File: src/rtl/core/ets_pkg.sv
// Shared types and codes for the event-triggered stopwatch.
package ets_pkg;

  // Action codes carried by a request
  localparam logic [1:0] ACT_TICK  = 2'd0;
  localparam logic [1:0] ACT_PRESS = 2'd1;
  localparam logic [1:0] ACT_RESET = 2'd2;

  // Configuration register indexes
  localparam logic CFG_TRIGGER_MODE = 1'b0;
  localparam logic CFG_STOP_TARGET  = 1'b1;

  localparam int TARGET_W = 7;
  localparam int COUNT_W  = 8;

  typedef enum logic [1:0] {
    PH_INACTIVE = 2'd0,
    PH_WAITING  = 2'd1,
    PH_RUNNING  = 2'd2,
    PH_STOPPED  = 2'd3
  } phase_t;

  typedef struct packed {
    logic [1:0]         action;
    logic signed [63:0] cycle_counter;
    logic [31:0]        vblank_counter;
    logic [15:0]        frame_counter;
    logic               event_flag;
  } ets_in_t;

  typedef struct packed {
    logic [1:0]         phase;
    logic signed [63:0] elapsed_cycles;
    logic signed [31:0] lag_frames;
  } ets_out_t;

endpackage

File: src/rtl/core/event_triggered_stopwatch_unit.sv
// Event-triggered stopwatch: input stage, phase control and result register.
// A request is held in the input register, then its result moves into the result register (out_valid).
// Throughput: one request per cycle while the result is not stalled; the single state update sits between the input
// register and the result register, so consecutive requests see each other's state.
// A stalled result holds the pipe: in_ready drops only while both stages are full.
// Reset (rst_n low, synchronous) empties both stages, sets phase inactive, config to
// automatic mode with a stop target of one, and clears all captures and the held elapsed and lag values.
module event_triggered_stopwatch_unit (
  input  logic              clk,
  input  logic              rst_n,
  input  logic              in_valid,
  output logic              in_ready,
  input  ets_pkg::ets_in_t  in_data,
  output logic              out_valid,
  input  logic              out_ready,
  output ets_pkg::ets_out_t out_data,
  input  logic              cfg_we,
  input  logic              cfg_addr,
  input  logic [6:0]        cfg_wdata
);

  // Configuration
  logic                         trigger_mode_r;
  logic [ets_pkg::TARGET_W-1:0] stop_target_r;

  always_ff @(posedge clk) begin
    if (!rst_n) begin
      trigger_mode_r <= 1'b0;
      stop_target_r  <= ets_pkg::TARGET_W'(1);
    end else if (cfg_we) begin
      case (cfg_addr)
        ets_pkg::CFG_TRIGGER_MODE: trigger_mode_r <= cfg_wdata[0];
        ets_pkg::CFG_STOP_TARGET:  stop_target_r  <= cfg_wdata;
        default: ;
      endcase
    end
  end

  // Input stage
  logic             s1_valid_r;
  ets_pkg::ets_in_t s1_data_r;
  logic             s1_adv;   // stage 1 request moves into the result register

  assign s1_adv   = s1_valid_r && (!out_valid || out_ready);
  assign in_ready = !s1_valid_r || s1_adv;

  always_ff @(posedge clk) begin
    if (!rst_n) begin
      s1_valid_r <= 1'b0;
    end else if (in_ready) begin
      s1_valid_r <= in_valid;
    end
  end

  always_ff @(posedge clk) begin
    if (in_ready && in_valid) begin
      s1_data_r <= in_data;
    end
  end

  // Stopwatch state
  ets_pkg::phase_t             phase_r, phase_nxt;
  logic                        prev_flag_r, prev_flag_nxt;
  logic [ets_pkg::COUNT_W-1:0] event_count_r, event_count_nxt;
  logic signed [63:0]          start_cycle_r, stop_cycle_r;
  logic [31:0]                 start_vblank_r, stop_vblank_r;
  logic [15:0]                 start_frame_r, stop_frame_r;
  logic signed [63:0]          elapsed_r, elapsed_nxt;
  logic signed [31:0]          lag_r, lag_nxt;
  logic                        cap_start, cap_stop;

  // Shared difference datapath: end point is live counters while running,
  // captured stop values once stopped.
  logic                        use_live;
  logic signed [63:0]          end_cycle;
  logic [31:0]                 end_vblank;
  logic [15:0]                 end_frame;
  logic [31:0]                 vb_diff, fr_diff, lag_val;
  logic                        rise, fall;
  logic [ets_pkg::COUNT_W-1:0] count_inc;

  assign use_live   = (phase_r == ets_pkg::PH_RUNNING);
  assign end_cycle  = use_live ? s1_data_r.cycle_counter  : stop_cycle_r;
  assign end_vblank = use_live ? s1_data_r.vblank_counter : stop_vblank_r;
  assign end_frame  = use_live ? s1_data_r.frame_counter  : stop_frame_r;
  assign vb_diff    = end_vblank - start_vblank_r;
  // frame difference kept unwrapped at 16 bits, then taken modulo 2^32
  assign fr_diff    = {16'd0, end_frame} - {16'd0, start_frame_r};
  assign lag_val    = {1'b0, vb_diff[31:1]} - fr_diff;

  assign rise = !prev_flag_r && s1_data_r.event_flag;
  assign fall = prev_flag_r && !s1_data_r.event_flag;
  assign count_inc = (!trigger_mode_r && rise) ? event_count_r + 1'b1 : event_count_r;

  always_comb begin
    phase_nxt       = phase_r;
    prev_flag_nxt   = prev_flag_r;
    event_count_nxt = event_count_r;
    elapsed_nxt     = elapsed_r;
    lag_nxt         = lag_r;
    cap_start       = 1'b0;
    cap_stop        = 1'b0;
    case (s1_data_r.action)
      ets_pkg::ACT_TICK: begin
        prev_flag_nxt = s1_data_r.event_flag;
        case (phase_r)
          ets_pkg::PH_WAITING: begin
            if (trigger_mode_r || fall) begin
              phase_nxt = ets_pkg::PH_RUNNING;
              cap_start = 1'b1;
            end
          end
          ets_pkg::PH_RUNNING: begin
            event_count_nxt = count_inc;
            if (count_inc == {1'b0, stop_target_r}) begin
              phase_nxt = ets_pkg::PH_STOPPED;
              cap_stop  = 1'b1;
            end
            elapsed_nxt = end_cycle - start_cycle_r;
            lag_nxt     = lag_val;
          end
          ets_pkg::PH_STOPPED: begin
            elapsed_nxt = end_cycle - start_cycle_r;
            lag_nxt     = lag_val;
          end
          default: ;
        endcase
      end
      ets_pkg::ACT_PRESS: begin
        case (phase_r)
          ets_pkg::PH_INACTIVE: phase_nxt = ets_pkg::PH_WAITING;
          ets_pkg::PH_RUNNING: begin
            if (trigger_mode_r) begin
              event_count_nxt = {1'b0, stop_target_r};
            end
          end
          ets_pkg::PH_STOPPED: begin
            phase_nxt       = ets_pkg::PH_WAITING;
            event_count_nxt = '0;
          end
          default: ;
        endcase
      end
      ets_pkg::ACT_RESET: begin
        phase_nxt       = ets_pkg::PH_INACTIVE;
        event_count_nxt = '0;
      end
      default: ;  // unused code: state unchanged, result still reported
    endcase
  end

  always_ff @(posedge clk) begin
    if (!rst_n) begin
      phase_r        <= ets_pkg::PH_INACTIVE;
      prev_flag_r    <= 1'b0;
      event_count_r  <= '0;
      start_cycle_r  <= '0;
      stop_cycle_r   <= '0;
      start_vblank_r <= '0;
      stop_vblank_r  <= '0;
      start_frame_r  <= '0;
      stop_frame_r   <= '0;
      elapsed_r      <= '0;
      lag_r          <= '0;
    end else if (s1_adv) begin
      phase_r       <= phase_nxt;
      prev_flag_r   <= prev_flag_nxt;
      event_count_r <= event_count_nxt;
      elapsed_r     <= elapsed_nxt;
      lag_r         <= lag_nxt;
      if (cap_start) begin
        start_cycle_r  <= s1_data_r.cycle_counter;
        start_vblank_r <= s1_data_r.vblank_counter;
        start_frame_r  <= s1_data_r.frame_counter;
      end
      if (cap_stop) begin
        stop_cycle_r  <= s1_data_r.cycle_counter;
        stop_vblank_r <= s1_data_r.vblank_counter;
        stop_frame_r  <= s1_data_r.frame_counter;
      end
    end
  end

  // Result register
  logic              out_valid_r;
  ets_pkg::ets_out_t out_data_r;

  always_ff @(posedge clk) begin
    if (!rst_n) begin
      out_valid_r <= 1'b0;
    end else if (s1_adv) begin
      out_valid_r <= 1'b1;
    end else if (out_ready) begin
      out_valid_r <= 1'b0;
    end
  end

  always_ff @(posedge clk) begin
    if (s1_adv) begin
      out_data_r.phase          <= phase_nxt;
      out_data_r.elapsed_cycles <= elapsed_nxt;
      out_data_r.lag_frames     <= lag_nxt;
    end
  end

  assign out_valid = out_valid_r;
  assign out_data  = out_data_r;

  // Checks
  a_stall_only_when_full: assert property (@(posedge clk) disable iff (!rst_n)
    !in_ready |-> (s1_valid_r && out_valid_r))
    else $error("input stalled with a free stage");

  a_adv_gives_result: assert property (@(posedge clk) disable iff (!rst_n)
    s1_adv |=> out_valid_r)
    else $error("advanced request produced no result");

  a_stop_from_running: assert property (@(posedge clk) disable iff (!rst_n)
    (phase_r == ets_pkg::PH_STOPPED && $past(phase_r) != ets_pkg::PH_STOPPED)
      |-> $past(phase_r) == ets_pkg::PH_RUNNING)
    else $error("stopped phase entered from other than running");

  a_run_from_waiting: assert property (@(posedge clk) disable iff (!rst_n)
    (phase_r == ets_pkg::PH_RUNNING && $past(phase_r) != ets_pkg::PH_RUNNING)
      |-> $past(phase_r) == ets_pkg::PH_WAITING)
    else $error("running phase entered from other than waiting");

  a_reset_action: assert property (@(posedge clk) disable iff (!rst_n)
    (s1_adv && s1_data_r.action == ets_pkg::ACT_RESET)
      |=> (phase_r == ets_pkg::PH_INACTIVE && event_count_r == '0))
    else $error("reset request did not clear phase and event count");

endmodule

File: config.mk
export PLATFORM = sky130hd
export DESIGN_NAME = event_triggered_stopwatch_unit
export DESIGN_NICKNAME = d
export VERILOG_FILES = /design/src/rtl/core/ets_pkg.sv /design/src/rtl/core/event_triggered_stopwatch_unit.sv
export SDC_FILE = /design/constraint.sdc
export NUM_CORES = 1
export LEC_CHECK = 0
export ABC_AREA = 1
export CAP_MARGIN = 15
export CORE_MARGIN = 4
export CORE_UTILIZATION = 50
export CTS_CLUSTER_DIAMETER = 30
export DETAILED_ROUTE_END_ITERATION = 16
export DONT_BUFFER_PORTS = 1
export GPL_ROUTABILITY_DRIVEN = 1
export PLACE_DENSITY = 0.77
export SLEW_MARGIN = 10
export SYNTH_ARGS = -nofsm -noshare
export SYNTH_HDL_FRONTEND = slang
export SYNTH_SLANG_ARGS = --single-unit
File: constraint.sdc
create_clock -name clk -period 7.44 [get_ports clk]
set_input_delay 2.232 -clock clk [delete_from_list [all_inputs] [get_ports clk]]
set_output_delay 2.232 -clock clk [all_outputs]
set_load 0.01 [all_outputs]
==> results of run 1 <==
## power groups by stage
| stage | registers (mW) | logic [mW] | clock network, mW |
|---|---|---|---|
| CTS | 3.36 | 2.59 | 4.88 |
| global placement | 3.42 | 2.58 | 0 |
| detailed placement | 3.42 | 2.57 | 0 |
| global route | 3.37 | 2.96 | 5.04 |
| finish | 3.36 | 2.65 | 4.82 |
| floorplan | 3.39 | 1.86 | 0 |
## layer usage
metal  global-route usage (%)  vias up  wire length, µm
met3                    5.096      147             8337
met2                    39.91     1154            40030
met4                    7.326        2             2198
met1                    39.80    13410            43730
met5                        0        -               12
li1                         -    14250                -
## cells in the final DEF (no fill, tap or decap), types with 30 or more instances in the layout
cell and instances:
nor3_1 32, dfxtp_1 341, inv_1 648, clkbuf_16 110, nand3_1 232, o21bai_1 30
o21a_1 43, ha_1 147, nor3b_1 63, nand4_1 35, nor2_1 368, xor2_1 38
edfxtp_1 213, a22oi_1 41, o21ai_0 395, nor3b_2 50, a21oi_1 426, nand2_1 875
## tightest hold or removal path: cells and delay by family (launching register included)
family	cells	cell delay, ns
DFF	1	0.29
AOI/OAI and AO/OA	1	0.06
buffers and inverters	1	0.06
## flip-flops by register name (all words and copies together), names as in the netlist, 2 cells and up
name,count
phase_r,2
start_cycle_r,64
stop_frame_r,16
s1_data_r,115
elapsed_r,64
stop_target_r,7
out_data,98
start_vblank_r,32
event_count_r,8
start_frame_r,16
stop_vblank_r,32
stop_cycle_r,64
lag_r,32
## cell families after synthesis
| kind of cell | synth area share (%) |
|---|---|
| buffers and inverters | 9.770 |
| AOI/OAI and AO/OA | 17.58 |
| xor gates and xnor gates | 1.473 |
| and+or+nand+nor | 23.94 |
| adders and majority gates | 6.056 |
| DFF | 41.18 |
## stage by stage
stage	worst slack (ns)	util (%)
floorplan	1.296	-
global placement	1.666	51.67
detailed placement	1.597	51.67
CTS	1.605	57.53
global route	0.8631	57.53
finish	1.498	57.53
## cell type report
| cell class | instances | share of cell area (%) |
|---|---|---|
| Inverter | 658 | 6.832 |
| Antenna cell | 1 | 0.006870 |
| Multi-Input combinational cell | 2942 | 43.35 |
| Clock buffer | 135 | 8.007 |
| Timing Repair Buffer | 19 | 0.4260 |
| Sequential cell | 554 | 36.30 |
| Tap cell | 846 | 2.906 |
| Clock inverter | 70 | 2.171 |
## worst paths after layout
kind | slack [ns] | cells after the start | to
min | 0.46 | 2 | start_vblank_r[3]
max | 1.50 | 21 | lag_r[18]
max reg2reg | 1.50 | 21 | lag_r[18]
min reg2reg | 0.46 | 2 | start_vblank_r[3]
==> run metrics, run 1 <==
status=complete, no violations; Crit path buffers/inverters=3; main flop type after synthesis=dfxtp_1; Crit Path Class=reg2reg; startpoint type of the worst setup path=register; cell family with most CP delay=compound AO/OA/AOI/OAI gates; minimum clock period=5.942 ns; dpl cell area=approximately 33,000 µm²; Clock Sinks=around 550; # rows=92; Logic pwr share=24.5%; FMAX=168.3 MHz; initial DRC count=between 3,000 and 4,000; number of enable flip-flop cells after synthesis=around 210; required time of the critical path=7.99 ns; Net Sw Frac=around a third; HPWL after DPL=68.54 mm; RD Place Congestion=1.030; Fillers=approximately 5,700; Placeable Area=63,310 µm²; Layout Nets=4,564; Worst Setup SP=phase_r[0]; clock root cell=clkbuf_16; Crit Path Max Fanout=54; Post-Syn Instances=4,325; Reg clk slew, reported paths=0.05 ns; register area=13,220 µm²; top cells by count, synth=nand2_1, inv_1, a21oi_1, o21ai_0, nor2_1; Post-Syn Area per Cell=7.424 µm²; Psw=roughly 3.7 mW; non-filler instance count after layout=5,225; initial antenna violation count=2; Syn Nets=4,606; top cells by area, synth=dfxtp_1, edfxtp_1, nand2_1; slew at the pin closest to its max-slew limit=~1.3 ns; post-CTS sizing=0; Yosys top cell area share=21.26%; hold_buf cts=0; Routed Antenna Nets=0; distinct cell type count of the synthesized netlist=45; vias per inst=5.543; # IOs=228; CTS HTree Levels=3; cts bufs inserted=108; vias in the first global route=around 26,000; R2R Path Start=phase_r[0]; CTS tree=done; Final setup violation count=0; most frequent CP cell=o21ai_0; Clk pwr share=44.5%; Die H=261.4 µm; P&R area growth vs syn=13.44%; largest net degree at the start of global routing=225; peak supply drop=224.3 µV; setup TNS=0 ns; Critical Path AT=6.49 ns; leading area contributor after synthesis=dfxtp_1; asr flop ratio synth=0%; port bufs=0; RSZ-0062 raised after global routing=false; DRC Markers=0; clock skew=0.04572 ns; WHS=0.4575 ns; critical path's largest stage delay=roughly 0.67 ns; Reg power frac=~31%; Initial Util=50.71%; Final Hold Vio Count=0; worst path cell trace=inv_1 -> ha_4 -> inv_1 -> nand2_1 -> o21ai_0 -> ha_1 -> fa_1 -> o21ai_0 -> a21oi_1 -> o21ai_0 -> nand2_1 -> nand3_1 -> ha_1 -> a21oi_1 -> o21ai_0 -> a21oi_1 -> nand3_1 -> o21ai_0 -> nand3_1 -> o211ai_1 -> inv_1; worst hold path class=reg2reg; routed len/inst=18.05 µm; final instance area=36,420 µm²; Post-Route WL=about 94 mm; Pwr Total=10.83 mW; footprint of the multi-input gates=15,790 µm²; Final Max Slew Viols=0; synthesized flop and latch total=554; Leakage=about 17 nW; ratio of cells with drive above 1 in the final layout=6.670%; Die W=261.4 µm; Internal Power=7.172 mW; fin crit share=79.86%; Worst Min Path Start=start_vblank_r[3]; die area=68,330 µm²; slew margin rel.=between 10% and 20%; most frequent cell after synthesis=nand2_1; max-cap viol count=0; slowest cell on the critical path=nand3_1; Placed Cells=5,019; Critical Path End Type=register; clock latency on the worst-skew pair=0.67 ns; GRT Residual Overflow=0; gr usage total=26.77%; post-synthesis sequential area ratio=41.18%; via count=28,960; drt pass-1 iters=6; Post-CTS Setup Bufs=0; Bufs on Longest Clock Path=3; Syn. warnings=0; first-pass GRT wire length=145.3 mm; Post-Syn Area=~32,000 µm²; Pwr Density=between 200 and 300 nW/µm²
No activity file was read; power rests on OpenSTA's default activity.
==> inputs of run 2 (changes only) <==
Settings changed: PLACE_DENSITY 0.77 to 0.8.
Clock period 7.44 ns to 4.9 ns, I/O delays scaled along.
==> run 2 against run 1 <==
  * Via count up 3.0%
  * Critical path type unchanged
  * Largest cell class unchanged
  * Global-route usage up 0.85 points
  * Routed wire length up 3.8%
  * Final cell count up 1.4%
==> run metrics, run 2 (synthesized netlist as in run 1, its figures left out) <==
status=complete, no violations; worst hold path class=reg2reg; Placed Cells=5,080 (+1.2%); Clock Sinks=554 (unchanged); Final Max Slew Viols=0 (unchanged); Placeable Area=63,310 µm² (unchanged); Initial Util=50.71% (unchanged); # IOs=228 (unchanged); required time of the critical path=5.28 ns (-2.71 ns); Largest register FFs=115 (unchanged); peak supply drop=417.2 µV (+86%); Finished Core Util=59.05% (+1.5 points); Ant. Diodes=0 (-1); startpoint type of the worst setup path=register; clock skew=0.05188 ns (+0.006162 ns); Pwr Density=459.7 nW/µm² (+55%); Critical Path AT=5.04 ns (-1.45 ns); non-filler instance count after layout=5,298 (+1.4%); port bufs=0 (unchanged); Layout Nets=4,636 (+1.6%); Final Hold Vio Count=0 (unchanged); largest register by flop count=s1_data_r; clock latency on the worst-skew pair=0.69 ns (+0.02 ns); largest net degree at the start of global routing=172 (-24%); HPWL after DPL=71.07 mm (+3.7%); cts bufs inserted=110 (+1.9%); Bufs on Longest Clock Path=3 (unchanged); # rows=92 (unchanged); Crit Path Class=reg2reg; via count=29,820 (+3.0%); initial DRC count=3,330 (+6.1%); max-cap viol count=0 (unchanged); Die H=261.4 µm (unchanged); gr usage total=27.63% (+0.85 points); FMAX=215.0 MHz (+28%); hold_buf cts=0 (unchanged); setup TNS=0 ns (unchanged); commonest cells after routing, fill and taps aside=nand2_1, inv_1, a21oi_1, o21ai_0, nor2_1; vias per inst=5.629 (+1.5%); RD Place Congestion=1.025 (-0.50%); Die W=261.4 µm (unchanged); Leakage=17.20 nW (+2.9%); Crit Path Max Fanout=12 (-78%); clock root cell=clkbuf_16; final setup margin=0.2493 ns (-1.249 ns); P&R area growth vs syn=16.44%; drt pass-1 iters=8 (+2); Reg clk slew, reported paths=0.05 ns (about the same); die area=68,330 µm² (unchanged); DRC Markers=0 (unchanged); Routed Antenna Nets=0 (unchanged); CTS tree=done; minimum clock period=4.651 ns (-1.291 ns); Final setup violation count=0 (unchanged); Pwr Total=17.19 mW (+59%); Post-Route WL=97.88 mm (+3.8%); vias in the first global route=27,190 (+3.8%); routed len/inst=18.47 µm (+2.4%); fin crit share=94.91% (+15 points); slew at the pin closest to its max-slew limit=1.010 ns (-0.2888 ns); pre-CTS WS=-0.3008 ns (-1.897 ns); ratio of cells with drive above 1 in the final layout=9.322% (+2.7 points); slew margin rel.=32.53% (+19 points); first-pass GRT wire length=149.7 mm (+3.1%); commonest non-fill, non-tap cell in the layout=nand2_1; GRT Residual Overflow=0 (unchanged); initial antenna violation count=5 (+3); CTS HTree Levels=3 (unchanged); Critical Path End Type=register
run 2: cell count changes in the layout (fill, tap and decap cells not counted), sizes merged:
cell / before / now
clkinvlp: 16 / 15
clkbuf: 135 / 123
buf: 19 / 89
bufinv: 8 / 9
inv: 675 / 687
clkinv: 29 / 33
diode: 1 / 0
run 2: final cells by class:
class,count,area (µm²)
fillers,5603,25920
multi-input cells,2942,15980
flip-flops and latches,554,13220
clock buffers,123,2894
inverters,658,2489
well taps,846,1059
clock inverters,86,988.4
repair buffers,89,754.5
run 2: path summary, 6_finish.rpt:
kind,from,slack [ns],depth (start not counted),to
setup / recovery,phase_r[0],0.25,26,out_data[27]
setup reg to reg,phase_r[0],0.25,26,out_data[27]
hold / removal,start_frame_r[11],0.46,2,start_frame_r[11]
hold reg to reg,start_frame_r[11],0.46,2,start_frame_r[11]
run 2: metal layers:
layer	vias up	wire, µm	GRT usage (%)	part of all wire, %
met1	14070	44080	40.53	45
met2	1158	42400	41.75	43
met5	-	48	0	0.049
met3	164	9188	5.802	9.4
met4	8	2157	6.866	2.2
li1	14420	-	-	-
run 2: power breakdown:
part | internal, mW | total (mW) | switching [mW] | leakage, nW
combinational | 1.47 | 4.44 | 2.97 | 10.5
sequential | 4.97 | 5.10 | 0.131 | 4.82
clock | 4.86 | 7.65 | 2.79 | 1.86
run 2: what timing repair did:
action | 4_1_cts | 5_1_grt
cloned | 0 | 0
setup buffers | 0 | 9
endpoints found under the setup margin | 35 | 40
pin swaps | 0 | 7
gates resized for setup | 3 | 60
run 2: worst max-delay path, cell delays in order (launching register included):
cell	delay (ns)
dfxtp_1	0.31
inv_1	0.11
ha_4	0.27
buf_4	0.23
buf_6	0.19
o21ai_0	0.12
ha_1	0.39
nand2_1	0.15
nor2_1	0.14
inv_1	0.06
nor3_1	0.18
buf_4	0.17
nand3_1	0.08
nand2_1	0.14
a21oi_1	0.12
xnor2_2	0.18
ha_2	0.40
nand2_1	0.14
buf_4	0.18
nor2_2	0.16
nand2_1	0.11
nor3_1	0.15
nand2_1	0.14
nand2_1	0.08
nand2_1	0.04
nand3_1	0.08
a22oi_1	0.08
run 2: stage by stage:
stage	hold WS [ns]	area [µm²]
finish	0.4553	37390
global route	0.4695	37390
CTS	0.4578	37130
detailed placement	0.4498	33230
global placement	0.4434	33230
floorplan	0.4353	32110
